<file path="src/sv/ppc_pkg.sv">
// Package for the polar pose controller: configuration, queue entry and
// pipeline stage types, register indexes, CORDIC angle table and step functions.
// Depends on nothing; every other file of the block but ppc_checker imports it.
package ppc_pkg;

    localparam int POS_W    = 16;
    localparam int DIFF_W   = 17;
    localparam int CW       = 28;
    localparam int SQW      = 32;
    localparam int NW       = 34;
    localparam int RHO_W    = 17;
    localparam int VEL_W    = 24;
    localparam int SQ_STEPS = 17;
    localparam int ANGLE_LEN = 24;
    localparam int CFG_AW   = 3;
    localparam int Q_DEPTH  = 4;
    localparam int Q_AW     = 2;

    localparam logic [CFG_AW-1:0] REG_GAIN_DISTANCE = 3'd0;
    localparam logic [CFG_AW-1:0] REG_GAIN_ALPHA    = 3'd1;
    localparam logic [CFG_AW-1:0] REG_GAIN_BETA     = 3'd2;
    localparam logic [CFG_AW-1:0] REG_GOAL_X        = 3'd3;
    localparam logic [CFG_AW-1:0] REG_GOAL_Y        = 3'd4;
    localparam logic [CFG_AW-1:0] REG_GOAL_HEADING  = 3'd5;

    localparam logic [31:0] HALF_TURN  = 32'h8000_0000;
    localparam logic [31:0] ROUND_HALF = 32'h0000_8000;

    localparam logic [31:0] ATAN_LUT [ANGLE_LEN] = '{
        32'd536870912, 32'd316933406, 32'd167458907, 32'd85004756,
        32'd42667331,  32'd21354465,  32'd10679838,  32'd5340245,
        32'd2670163,   32'd1335087,   32'd667544,    32'd333772,
        32'd166886,    32'd83443,     32'd41722,     32'd20861,
        32'd10430,     32'd5215,      32'd2608,      32'd1304,
        32'd652,       32'd326,       32'd163,       32'd81
    };

    typedef struct packed {
        logic [POS_W-1:0] gain_distance;
        logic [POS_W-1:0] gain_alpha;
        logic [POS_W-1:0] gain_beta;
        logic [POS_W-1:0] goal_x;
        logic [POS_W-1:0] goal_y;
        logic [POS_W-1:0] goal_heading;
    } t_cfg;

    localparam t_cfg CFG_RESET = '{
        gain_distance: 16'd1280,
        gain_alpha:    16'd1408,
        gain_beta:     16'hFF73,
        goal_x:        16'd0,
        goal_y:        16'd0,
        goal_heading:  16'd0
    };

    typedef struct packed {
        logic [DIFF_W-1:0] dx;
        logic [DIFF_W-1:0] dy;
        logic [POS_W-1:0]  ph;
        logic              flip;
        logic              at_goal;
    } t_item;

    typedef struct packed {
        logic [CW-1:0]    cx;
        logic [CW-1:0]    cy;
        logic [31:0]      z;
        logic [SQW-1:0]   sqx;
        logic [SQW-1:0]   sqy;
        logic [NW-1:0]    rem;
        logic [NW-1:0]    root;
        logic [POS_W-1:0] ph;
        logic             at_goal;
    } t_core;

    typedef struct packed {
        logic [33:0]      vel_p;
        logic [31:0]      st_a;
        logic [31:0]      st_b;
        logic [RHO_W-1:0] rho;
    } t_post;

    function automatic t_core cordic_step(t_core c, logic [4:0] i);
        t_core r;
        logic signed [CW-1:0] sx;
        logic signed [CW-1:0] sy;
        r  = c;
        sx = $signed(c.cx) >>> i;
        sy = $signed(c.cy) >>> i;
        if ($signed(c.cy) > 0) begin
            r.cx = CW'($signed(c.cx) + sy);
            r.cy = CW'($signed(c.cy) - sx);
            r.z  = c.z + ATAN_LUT[i];
        end else begin
            r.cx = CW'($signed(c.cx) - sy);
            r.cy = CW'($signed(c.cy) + sx);
            r.z  = c.z - ATAN_LUT[i];
        end
        return r;
    endfunction

    function automatic t_core sqrt_step(t_core c, logic [4:0] j);
        t_core r;
        logic [5:0]    sh;
        logic [NW-1:0] bitv;
        logic [NW-1:0] trial;
        r     = c;
        sh    = 6'(2 * (SQ_STEPS - 1)) - {j, 1'b0};
        bitv  = NW'(1) << sh;
        trial = c.root + bitv;
        if (c.rem >= trial) begin
            r.rem  = c.rem - trial;
            r.root = (c.root >> 1) + bitv;
        end else begin
            r.root = c.root >> 1;
        end
        return r;
    endfunction

endpackage

</file>
<file path="src/sv/ppc_front.sv">
// Front end: accepts pose beats, forms the goal offsets and classifies them
// (left half-plane, pose at goal) for the queue. Depends on ppc_pkg.
module ppc_front (
    input  logic                        i_valid,
    output logic                        o_stall,
    input  logic signed [15:0]          i_pose_x,
    input  logic signed [15:0]          i_pose_y,
    input  logic signed [15:0]          i_pose_heading,
    input  ppc_pkg::t_cfg               i_cfg,
    input  logic                        i_q_full,
    output logic                        o_push,
    output ppc_pkg::t_item              o_item
);
    import ppc_pkg::*;

    logic signed [DIFF_W-1:0] dx;
    logic signed [DIFF_W-1:0] dy;

    assign dx = DIFF_W'($signed(i_cfg.goal_x)) - DIFF_W'(i_pose_x);
    assign dy = DIFF_W'($signed(i_cfg.goal_y)) - DIFF_W'(i_pose_y);

    assign o_stall = i_q_full;
    assign o_push  = i_valid && !i_q_full;

    always_comb begin
        o_item.dx      = dx;
        o_item.dy      = dy;
        o_item.ph      = i_pose_heading;
        o_item.flip    = dx < 0;
        o_item.at_goal = (dx == '0) && (dy == '0);
    end

endmodule

</file>
<file path="config.mk">
export PLATFORM = sky130hd
export DESIGN_NAME = ppc_front
export DESIGN_NICKNAME = d
export VERILOG_FILES = /design/src/sv/ppc_pkg.sv /design/src/sv/ppc_front.sv
export SDC_FILE = /design/constraint.sdc
export NUM_CORES = 1
export LEC_CHECK = 0
export ABC_AREA = 0
export BUFFER_PORTS_ARGS = -buffer_cell sky130_fd_sc_hd__buf_2
export CORE_ASPECT_RATIO = 0.7
export CORE_UTILIZATION = 32
export DETAILED_ROUTE_END_ITERATION = 16
export PLACE_DENSITY = 0.73
export SLEW_MARGIN = 20
export SYNTH_ARGS = -nofsm -noshare
export SYNTH_HDL_FRONTEND = slang
export SYNTH_SLANG_ARGS = --single-unit
</file>
<file path="constraint.sdc">
create_clock -name vclk -period 3.3
set_input_delay 0.33 -clock vclk [all_inputs]
set_output_delay 0.33 -clock vclk [all_outputs]
set_load 0.05 [all_outputs]
</file>
# Word level (Yosys, flattened, before mapping)
# Index checks and enable logic that the tools add are counted.
[op_classes]
add_sub_neg = 2
n_reduce_logical = 5
n_lt_le_gt_ge = 1
[ops]
columns = ["op", "n"]
rows = [
  ["zero test 17 bit", 2],
  ["subtractor 16 x 16 -> 17 bit", 2],
  ["less-than comparator 17 x 1 -> 1 bit, second input constant", 1],
  ["logical AND 1 bit", 2],
  ["zero test 1 bit", 1],
]
[totals]
in_bits = 146
wordCells = 8
out_inout_bits = 54
register_bits = 0

# Longest topological paths before layout
[logic_depth]
ltp_word = 3
ltp_mapped = 11

# Worst setup path after synthesis
# No wires, ideal clock.
[synth_path]
kind = "in2out"
from = "in i_pose_y[1]"
to = "out o_item[0] (netlist bit)"
t_required_ns = 2.970
path_slack_ns = -0.670
stages = 10
arrival_time_ns = 3.640
path_cell_list = "inv_1 -> ha_1 -> nor2b_1 -> o2111a_1 -> or4_1 -> nand2_1 -> o311ai_0 -> nor2_1 -> nand4b_1 -> nor4_2"
[synth_rtl]
columns = ["item", "line", "source"]
rows = [
  ["start, declared", "ppc_front.sv:7", "input logic signed [15:0] i_pose_y,"],
  ["end, declared", "ppc_front.sv:12", "output ppc_pkg::t_item o_item"],
]

==> results by group <==
Critical path
  – WP buf/inv: 5
  – Cells along the critical path: buf_2, inv_1, ha_2, fa_2, buf_4, nor2b_4, o31a_1, buf_4, o21a_1, o31a_1, o21ai_2, nor4bb_4, o2111ai_2, nor4_4, buf_6
  – Crit-path max cell delay: 0.33 ns
  – Setup CP Type: primary input to output port
  – Crit-path max FO: 3
  – CP arrival: 3.02 ns
  – Crit path capture type: output port
  – Crit path max-delay family: compound AO/OA/AOI/OAI gates
  – Worst Path Required: 2.97 ns
  – Crit-path slowest cell: o31a_1
  – Critical path launch point type: primary input

Yosys
  – Unique cell type count in the Yosys netlist: 56
  – Mapped cell area: 1990 sq um
  – Post-Syn Instances: 295
  – Avg Inst Size Synth: 6.76 sq um
  – Synth warnings: 0
  – Register area share after synthesis: 0
  – Syn_nets: 475

Layout
  – Seq_cells: 0
  – P&R area growth vs syn: 46.5%
  – Number of clock buffers in the layout: 0
  – Multi-input gate area: 1830 sq um
  – Nets: 599
  – Fillers: 597
  – N_diodes: 0
  – Register area: 0 sq um
  – Layout cell share with drive strength beyond 1: 0.403
  – Design area: 2920 sq um

GRT
  – Initial antenna violation count: 0
  – First-pass GRT wire length: 9370 um
  – Largest net degree at the start of global routing: 10
  – Grt total ovfl: 0
  – Overall Global Routing Usage: 0.176
  – Number of global-route vias before repair: 2194

Timing
  – Final setup fails: 1
  – Highest Clock Rate: 298 MHz
  – Endpoints failing hold: 0
  – Fin crit period: 3.35 ns
  – Final Max Slew Viols: 0
  – Final WS setup: -0.0517 ns
  – Slew margin rel.: 0.654
  – Worst-Margin Slew: 0.514 ns
  – RSZ-0062 raised after global routing: true
  – Fin crit share: 1.02

Outcome
  – Status: finished with violations
  – Failing checks: setup timing

Floorplan
  – Full die area: 6560 sq um
  – Chip Width: 96.4 um
  – Core Region: 5870 sq um
  – Row cnt: 23
  – Die Y-Extent: 68.1 um
  – Io pins: 200
  – Initial Util: 0.340

Pwr
  – Power share of the sequential group: 0
  – Leak pwr: 1.60 nW
  – Worst IR Drop VDD: 0.000168 V
  – Switching Share: 0.651
  – Pwr Total: 0.918 mW
  – Clk pwr share: 0
  – Internal power: 0.321 mW
  – Pwr per Cell Area: 314 nW/um^2
  – Logic pwr share: 1.000
  – NetSw: 0.597 mW

Flow run
  – Max_cap viols: 0

Routing
  – Router iterations before antenna repair: 4
  – Wire per inst: 12.3 um
  – Residual DRC: 0
  – Vias: 2406
  – Initial DRC count: 105
  – Routed Antenna Nets: 0
  – Routed WL: 6030 um
  – Vias per cell: 4.89

Clocking
  – Hold-fix buffers, CTS: 0
  – Post-CTS Setup Inserts: 0

Worst hold path
  – Hold Path Class: primary input to output port

Place
  – Port Buffer Count: 104
  – Dpl cell area: 2820 sq um
  – Final Wtd Congestion: 0.805
  – Hpwl dp: 5310 um
[Yosys cell counts, types with 3 or more instances]
master,instances,area [sq um]
nor2_1,27,101
nand2_1,17,63.8
nor3_1,9,45.0
nand3_1,5,25.0
nand3b_1,3,22.5
o31a_1,3,26.3
nand2b_1,4,25.0
o211ai_1,4,30.0
xnor2_1,7,61.3
a21oi_1,20,100
inv_1,48,180
a31oi_1,3,18.8
xor2_1,7,61.3
buf_4,18,135
and2_1,6,37.5
o21a_1,8,60.1
ha_1,32,400
o21ai_0,11,55.1
a21o_1,4,30.0
a211oi_1,3,22.5
a21boi_0,5,37.5
nor2b_1,5,31.3
[kinds of logic (layout without fill, tap and decap cells)]
| logic type | after synthesis | after routing | share of synthesized area |
|---|---|---|---|
| xor+xnor | 14 | 14 | 0.0615 |
| simple gates | 95 | 95 | 0.255 |
| mux | 1 | 1 | 0.00502 |
| buf+inv | 67 | 189 | 0.160 |
| fa+ha+maj | 34 | 34 | 0.221 |
| compound gates | 84 | 84 | 0.297 |
[power groups by stage]
stage          sequential (mW)  clock [mW]  combinational [mW]
3_3_place_gp                 0           0               0.875
2_1_floorplan                0           0               0.684
3_5_place_dp                 0           0               0.888
4_1_cts                      0           0               0.906
6_report                     0           0               0.918
5_1_grt                      0           0               0.988
[metrics by stage]
step	cells	setup TNS (ns)	worst slack, ns	hold WS, ns	util
3_3_place_gp	492	-0.385	-0.316	0.660	0.481
2_1_floorplan	295	-0.119	-0.119	0.827	-
5_1_grt	492	-0.206	-0.206	0.660	0.498
6_report	492	-0.0517	-0.0517	0.660	0.498
3_5_place_dp	492	-0.583	-0.411	0.660	0.481
4_1_cts	492	-0.131	-0.131	0.660	0.492
[layout make-up]
class              instances  area share
multi-input cells        228       0.626
repair buffers           141       0.280
well taps                 75      0.0321
inverters                 48      0.0616
[final timing paths]
path,endpoint,depth (start not counted),start,slack (ns)
min,o_item[3],0,i_pose_heading[1],0.66
max,o_item[0],15,i_cfg[32],-0.05
[routing by layer]
layer,wire (um),track usage,part of all wire,up-vias
met5,0,0,0,-
met4,31,0.00919,0.0051,0
met3,296,0.0122,0.049,4
met2,2700,0.306,0.45,71
met1,3000,0.249,0.50,1057
li1,-,-,-,1274
[layout by cell type (no fill, tap or decap), drive strengths merged, types with 4 or more instances in the layout]
cell,count
buf,140
inv,48
ha,32
nor2,27
a21oi,20
nand2,17
o21ai,13
nor3,9
o21a,8
xor2,7
xnor2,7
and2,6
nor2b,6
a21boi,6
nand3,5
nand2b,4
o211ai,4
a21o,4
[repair_timing]
item / in CTS / in global routing
endpoints found under the setup margin: 3 / 6
resized for setup: 16 / 13
pin swaps: 4 / 5
No activity file was read; power rests on OpenSTA's default activity.
