[src/sv/ppc_pkg.sv]
// Package for the polar pose controller: configuration, queue entry and
// pipeline stage types, register indexes, CORDIC angle table and step functions.
// Depends on nothing; every other file of the block but ppc_checker imports it.
package ppc_pkg;

    localparam int POS_W    = 16;
    localparam int DIFF_W   = 17;
    localparam int CW       = 28;
    localparam int SQW      = 32;
    localparam int NW       = 34;
    localparam int RHO_W    = 17;
    localparam int VEL_W    = 24;
    localparam int SQ_STEPS = 17;
    localparam int ANGLE_LEN = 24;
    localparam int CFG_AW   = 3;
    localparam int Q_DEPTH  = 4;
    localparam int Q_AW     = 2;

    localparam logic [CFG_AW-1:0] REG_GAIN_DISTANCE = 3'd0;
    localparam logic [CFG_AW-1:0] REG_GAIN_ALPHA    = 3'd1;
    localparam logic [CFG_AW-1:0] REG_GAIN_BETA     = 3'd2;
    localparam logic [CFG_AW-1:0] REG_GOAL_X        = 3'd3;
    localparam logic [CFG_AW-1:0] REG_GOAL_Y        = 3'd4;
    localparam logic [CFG_AW-1:0] REG_GOAL_HEADING  = 3'd5;

    localparam logic [31:0] HALF_TURN  = 32'h8000_0000;
    localparam logic [31:0] ROUND_HALF = 32'h0000_8000;

    localparam logic [31:0] ATAN_LUT [ANGLE_LEN] = '{
        32'd536870912, 32'd316933406, 32'd167458907, 32'd85004756,
        32'd42667331,  32'd21354465,  32'd10679838,  32'd5340245,
        32'd2670163,   32'd1335087,   32'd667544,    32'd333772,
        32'd166886,    32'd83443,     32'd41722,     32'd20861,
        32'd10430,     32'd5215,      32'd2608,      32'd1304,
        32'd652,       32'd326,       32'd163,       32'd81
    };

    typedef struct packed {
        logic [POS_W-1:0] gain_distance;
        logic [POS_W-1:0] gain_alpha;
        logic [POS_W-1:0] gain_beta;
        logic [POS_W-1:0] goal_x;
        logic [POS_W-1:0] goal_y;
        logic [POS_W-1:0] goal_heading;
    } t_cfg;

    localparam t_cfg CFG_RESET = '{
        gain_distance: 16'd1280,
        gain_alpha:    16'd1408,
        gain_beta:     16'hFF73,
        goal_x:        16'd0,
        goal_y:        16'd0,
        goal_heading:  16'd0
    };

    typedef struct packed {
        logic [DIFF_W-1:0] dx;
        logic [DIFF_W-1:0] dy;
        logic [POS_W-1:0]  ph;
        logic              flip;
        logic              at_goal;
    } t_item;

    typedef struct packed {
        logic [CW-1:0]    cx;
        logic [CW-1:0]    cy;
        logic [31:0]      z;
        logic [SQW-1:0]   sqx;
        logic [SQW-1:0]   sqy;
        logic [NW-1:0]    rem;
        logic [NW-1:0]    root;
        logic [POS_W-1:0] ph;
        logic             at_goal;
    } t_core;

    typedef struct packed {
        logic [33:0]      vel_p;
        logic [31:0]      st_a;
        logic [31:0]      st_b;
        logic [RHO_W-1:0] rho;
    } t_post;

    function automatic t_core cordic_step(t_core c, logic [4:0] i);
        t_core r;
        logic signed [CW-1:0] sx;
        logic signed [CW-1:0] sy;
        r  = c;
        sx = $signed(c.cx) >>> i;
        sy = $signed(c.cy) >>> i;
        if ($signed(c.cy) > 0) begin
            r.cx = CW'($signed(c.cx) + sy);
            r.cy = CW'($signed(c.cy) - sx);
            r.z  = c.z + ATAN_LUT[i];
        end else begin
            r.cx = CW'($signed(c.cx) - sy);
            r.cy = CW'($signed(c.cy) + sx);
            r.z  = c.z - ATAN_LUT[i];
        end
        return r;
    endfunction

    function automatic t_core sqrt_step(t_core c, logic [4:0] j);
        t_core r;
        logic [5:0]    sh;
        logic [NW-1:0] bitv;
        logic [NW-1:0] trial;
        r     = c;
        sh    = 6'(2 * (SQ_STEPS - 1)) - {j, 1'b0};
        bitv  = NW'(1) << sh;
        trial = c.root + bitv;
        if (c.rem >= trial) begin
            r.rem  = c.rem - trial;
            r.root = (c.root >> 1) + bitv;
        end else begin
            r.root = c.root >> 1;
        end
        return r;
    endfunction

endpackage

[src/sv/ppc_queue.sv]
// Short queue of classified pose beats between front end and back end.
// Depends on ppc_pkg for the entry type and depth.
module ppc_queue (
    input  logic           i_clk,
    input  logic           i_rst_n,
    input  logic           i_push,
    input  ppc_pkg::t_item i_item,
    output logic           o_full,
    input  logic           i_pop,
    output logic           o_empty,
    output ppc_pkg::t_item o_item
);
    import ppc_pkg::*;

    t_item           r_mem [Q_DEPTH];
    logic [Q_AW-1:0] r_wr;
    logic [Q_AW-1:0] r_rd;
    logic [Q_AW:0]   r_count;

    assign o_full  = r_count == (Q_AW + 1)'(Q_DEPTH);
    assign o_empty = r_count == '0;
    assign o_item  = r_mem[r_rd];

    always_ff @(posedge i_clk) begin
        if (i_push) begin
            r_mem[r_wr] <= i_item;
        end
    end

    always_ff @(posedge i_clk) begin
        if (!i_rst_n) begin
            r_wr    <= '0;
            r_rd    <= '0;
            r_count <= '0;
        end else begin
            if (i_push) begin
                r_wr <= r_wr + 1'b1;
            end
            if (i_pop) begin
                r_rd <= r_rd + 1'b1;
            end
            case ({i_push, i_pop})
                2'b10:   r_count <= r_count + 1'b1;
                2'b01:   r_count <= r_count - 1'b1;
                default: r_count <= r_count;
            endcase
        end
    end

endmodule

[config.mk]
export PLATFORM = sky130hd
export DESIGN_NAME = ppc_queue
export DESIGN_NICKNAME = d
export VERILOG_FILES = /design/src/sv/ppc_pkg.sv /design/src/sv/ppc_queue.sv
export SDC_FILE = /design/constraint.sdc
export NUM_CORES = 1
export LEC_CHECK = 0
export ABC_AREA = 1
export BUFFER_PORTS_ARGS = -buffer_cell sky130_fd_sc_hd__buf_4
export CORE_ASPECT_RATIO = 0.6
export CORE_MARGIN = 2
export CORE_UTILIZATION = 25
export CTS_CLUSTER_SIZE = 24
export DETAILED_ROUTE_END_ITERATION = 6
export GPL_TIMING_DRIVEN = 1
export PLACE_DENSITY = 0.41
export SLEW_MARGIN = 40
export SYNTH_ARGS = -nofsm -noshare
export SYNTH_HDL_FRONTEND = slang
export SYNTH_SLANG_ARGS = --single-unit
[constraint.sdc]
create_clock -name i_clk -period 2.7 [get_ports i_clk]
set_clock_uncertainty 0.05 [all_clocks]
set_input_delay 0.405 -clock i_clk [delete_from_list [all_inputs] [get_ports i_clk]]
set_output_delay 0.405 -clock i_clk [all_outputs]
set_load 0.02 [all_outputs]
Word level (Yosys, flattened, before mapping)
Memories as Yosys holds them, arrays and structs flattened. A register that Yosys moved wholly into a read port is not among the register bits.
Index checks and enable logic that the tools add are counted.
{ "op_classes": {"add_sub_neg": 4, "eq_ne": 3, "muxes": 5, "n_reduce_logical": 2} }
{ "ops": {"columns": ["op", "n"], "rows": [
  ["one-hot mux 3 bit (2 select lines)", 1],
  ["adder 2 x 1 -> 2 bit (second input constant)", 2],
  ["2-to-1 mux 2 bit", 2],
  ["adder 3 x 1 -> 3 bit (second input constant)", 1],
  ["== test 3 bit (second input constant)", 1],
  ["zero test 3 bit", 1],
  ["subtractor 3 x 1 -> 3 bit (second input constant)", 1],
  ["== test 2 x 1 -> 1 bit (second input constant)", 1],
  ["== test 2 bit (second input constant)", 1],
  ["2-to-1 mux 1 bit", 2],
  ["nonzero test 2 bit", 1]
]} }
{ "totals": {"reg_bits": 7, "ramBits": 208, "out_inout_bits": 54, "elab_cells": 18, "memories": 1} }
{ "mem_list": {"columns": ["memory", "words", "width", "read_ports", "rd_ports_with_merged_regs", "write_ports", "line_no", "text"], "rows": [
  ["r_mem", 4, 52, 1, 1, 1, "ppc_queue.sv:15", "t_item r_mem [Q_DEPTH];"]
]} }

Longest topological paths before layout
{ "depth": {"word_depth": 3, "depth_mapped": 10} }

Least setup slack after synthesis
No wires, ideal clock.
{ "synth_path": {"path_type": "register to register", "from": "register r_wr[0]", "to": "memory r_mem[2][0] (netlist name) (enable)", "arrival_ns": 1.604, "path_slack_ns": 0.640, "stages_incl_launch_ff": 5, "path_buffers": 0, "synth_period_minus_slack_ns": 2.060, "path_cell_list": "dfxtp_1 -> inv_1 -> ha_1 -> nand2_1 -> inv_1"} }
{ "synth_lines": {"columns": ["element", "line_no", "text"], "rows": [
  ["from (decl)", "ppc_queue.sv:16", "logic [Q_AW-1:0] r_wr;"],
  ["from (signal assigned)", "ppc_queue.sv:37", "r_wr <= r_wr + 1'b1;"],
  ["to (decl)", "ppc_queue.sv:15", null]
]} }
Straight into the memory's write port.

==> flow_summary_export.csv <==
group,metric,value,unit
setup_path,worst_setup_path_start_kind,"register",
logic_synthesis,synth.distinct_cells,23,
clocking,ctsHoldBuffers,0,
logic_synthesis,synth-compound-area-share,13.1,%
logic_synthesis,netlist_instances,559,
setup_path,arrival,2.06,ns
setup_path,critPathCapture,"o_item[17]",
power,p_per_area,747,nW/um^2
logic_synthesis,synth_area_per_cell,15.6,sq um
power,leakage,0.00369,uW
logic_synthesis,yosysMostFrequentCell,"edfxtp_1",
route,dr.pass1.iters,5,
outcome,outcome,"finished clean",
min_path,hp-class,"input pin to register",
global_route,grt.met2_usage,18.9,%
logic_synthesis,synth_edf_count,208,
placement,gp_congestion,0.722,
logic_synthesis,synth_ff_type,"edfxtp_1",
clocking,clock-sinks,217,
clocking,clockBufferDepth,3,
timing,rsz0062_at_grt,"no",
timing,period_share,93.2,%
route,drt-initial-drc-count,214,
final_layout,multi_input_area,1970,sq um
final_layout,drive_gt1_share,35.4,%
timing,clock.fmax,398,MHz
setup_path,crit_required,2.25,ns
logic_synthesis,synth_fp_nets,621,
timing,hold_violations,0,
logic_synthesis,synthTopCellsByCount,"208 x edfxtp_1, 96 x o21ai_0, 67 x nor2_1, 38 x nor2_4, 38 x o22ai_2",
clocking,cts_tree,"done",
setup_path,crit_path_end_kind,"output pin",
clocking,clockRootBuffer,"clkbuf_16",
setup_path,crit_buf_inv,3,
logic_synthesis,synth_xor_area_share,0,%
logic_synthesis,synthArstFlopShare,0,%
route,vias,5000,
setup_path,crit_family,"buffers and inverters",
clocking,cts_resized,0,
global_route,gr-usage-met1,15.9,%
global_route,grt_first_pass_wirelength,32100,um
logic_synthesis,synthMuxAreaShare,0,%
final_layout,final-seq-area,6430,sq um
floorplan,die_area,36300,sq um
timing,tns,0,ns
logic_synthesis,yosys.area.top_type_share,71.8,%
placement,port_buffers,109,
logic_synthesis,yosys.area_share.simple,8.59,%
setup_path,reg2reg_depth,5,
clocking,clk_pin_slew,0.06,ns
global_route,busiest_layer,"met2",
floorplan,io_pins,110,
logic_synthesis,ys_ff_latch,217,
clocking,clock_latency,0.51,ns
global_route,grt_antenna_before_repair,1,
timing,maxSlewHeadroom,72.2,%
floorplan,core,34000,sq um
global_route,grt_usage,11.7,%
setup_path,reg2reg_to,"r_mem[0][32]",
final_layout,fillCellCount,3301,
setup_path,crit_type,"register to output pin",
timing,setup_slack,0.185,ns
route,drt-vias-per-instance,4.34,
logic_synthesis,synth_area_leaders,"edfxtp_1 72%, o21ai_0 5.5%, o22ai_2 5.5%, nor2_4 4.9%, nor2_1 2.9%",
clocking,htree_levels,1,
final_layout,syn2layout_area_growth,25.1,%
setup_path,reg2reg_slack,1.06,ns
floorplan,die_w,245,um
timing,slew_viol_final,0,
final_layout,antenna_cells,0,
final_layout,nets,738,
floorplan,num_rows,52,
floorplan,start_util,25.6,%
logic_synthesis,synth_top_family_by_area,"compound AO/OA/AOI/OAI gates",
setup_path,slowest_stage,"dfxtp_4",
logic_synthesis,synth_area_leader_cell,"edfxtp_1",
job,cap_violations,0,
setup_path,cp_cell_sequence,"inv_6 > buf_12 > nor2_1 > o22ai_1 > buf_4",
placement,dpl.hpwl,12500,um
timing,finalCriticalPeriod,2.52,ns
route,drc,0,
logic_synthesis,yosysWarnings,0,
logic_synthesis,synth_fa_ha_area_share,0.950,%
route,detail-route-antenna-nets,0,
placement,dp_slack,0.626,ns
logic_synthesis,netlist_area,8700,sq um
global_route,met3_usage,3.19,%
route,finalWirelength,21400,um
clocking,postCtsSetupBuffers,0,
route,drt-wirelength-per-cell,18.6,um
setup_path,crit_fanout,28,
power,ir_drop,0.342,mV
timing,setup_viol,0,
global_route,grt_remaining_overflow,0,
global_route,grt_max_degree,53,
setup_path,critPathMaxStageDelay,0.46,ns
clocking,cts_inserted_buffers,23,
global_route,grt_pass1_vias,5345,
setup_path,reg2reg_from,"r_wr[0]",
setup_path,cp_num_cells,5,
floorplan,dieHeight,148,um
logic_synthesis,ys_seq_area_share,73.9,%
timing,worst_slew_pin_slew,0.418,ns
## cell families after synthesis
kind of cell / Yosys count
flip-flops: 217
adder cells (fa/ha/maj): 6
AND/OR/NAND/NOR: 120
buffers and inverters: 49
AO/OA/AOI/OAI: 167
## report_power, final
group | leakage, uW | switching (uW) | internal, uW | total (uW)
sequential | 0.00199 | 49.5 | 3840 | 3890
combinational | 0.00133 | 618 | 373 | 991
clock | 0.000369 | 1300 | 1950 | 3250
## per-layer routing
metal	routed length (um)	part of all wire, %	vias up
met5	12	0.056	-
met4	448	2.1	2
met3	1220	5.7	33
met2	9920	46	107
met1	9760	46	2534
li1	-	-	2324
## worst min-delay path by stage
stage | startpoint | endpoint | slack (ns) | depth (start not counted)
CTS | i_item[28] | r_mem[2][28] | 0.01 | 1
floorplan | r_rd[1] | register | 0.36 | 1
detailed placement | r_rd[1] | register | 0.40 | 1
finish | i_item[26] | r_mem[3][26] | 0.04 | 1
global placement | r_rd[1] | register | 0.38 | 1
global route | i_item[45] | r_mem[1][45] | 0.02 | 1
## through the flow
step	total power [uW]	cell area [sq um]	hold WS, ns	cells	util (%)
CTS	8260	10900	0.0117	1150	32.0
detailed placement	4970	10100	0.400	1109	29.7
global placement	4950	10100	0.377	1109	29.7
floorplan	4520	8700	0.362	559	-
finish	8130	10900	0.0421	1151	32.0
global route	8470	10900	0.0158	1151	32.0
## area by class of cell
cell class | instances | share of cell area (%)
clock buffers | 25 | 5.36
clock inverters | 16 | 1.75
inverters | 17 | 0.633
multi-input cells | 293 | 18.1
flip-flops and latches | 217 | 59.1
well taps | 459 | 5.28
repair buffers | 124 | 9.78
## placed cells by master, fill, tap and decap left out, types with 7 or more instances in the layout
master,instances
edfxtp_1,208
o22ai_1,14
dfxtp_1,7
o21ai_0,96
o22ai_2,38
o21ai_1,14
inv_1,11
buf_12,9
buf_4,114
nor2_4,38
nor2_1,67
clkbuf_16,23
nand2_1,9
## flip-flops by register name (all words and copies together) (netlist names), named ones only
| signal | count |
|---|---|
| r_rd | 2 |
| r_mem | 208 |
| r_wr | 2 |
| r_count | 3 |
No activity file was read; power rests on OpenSTA's default activity.
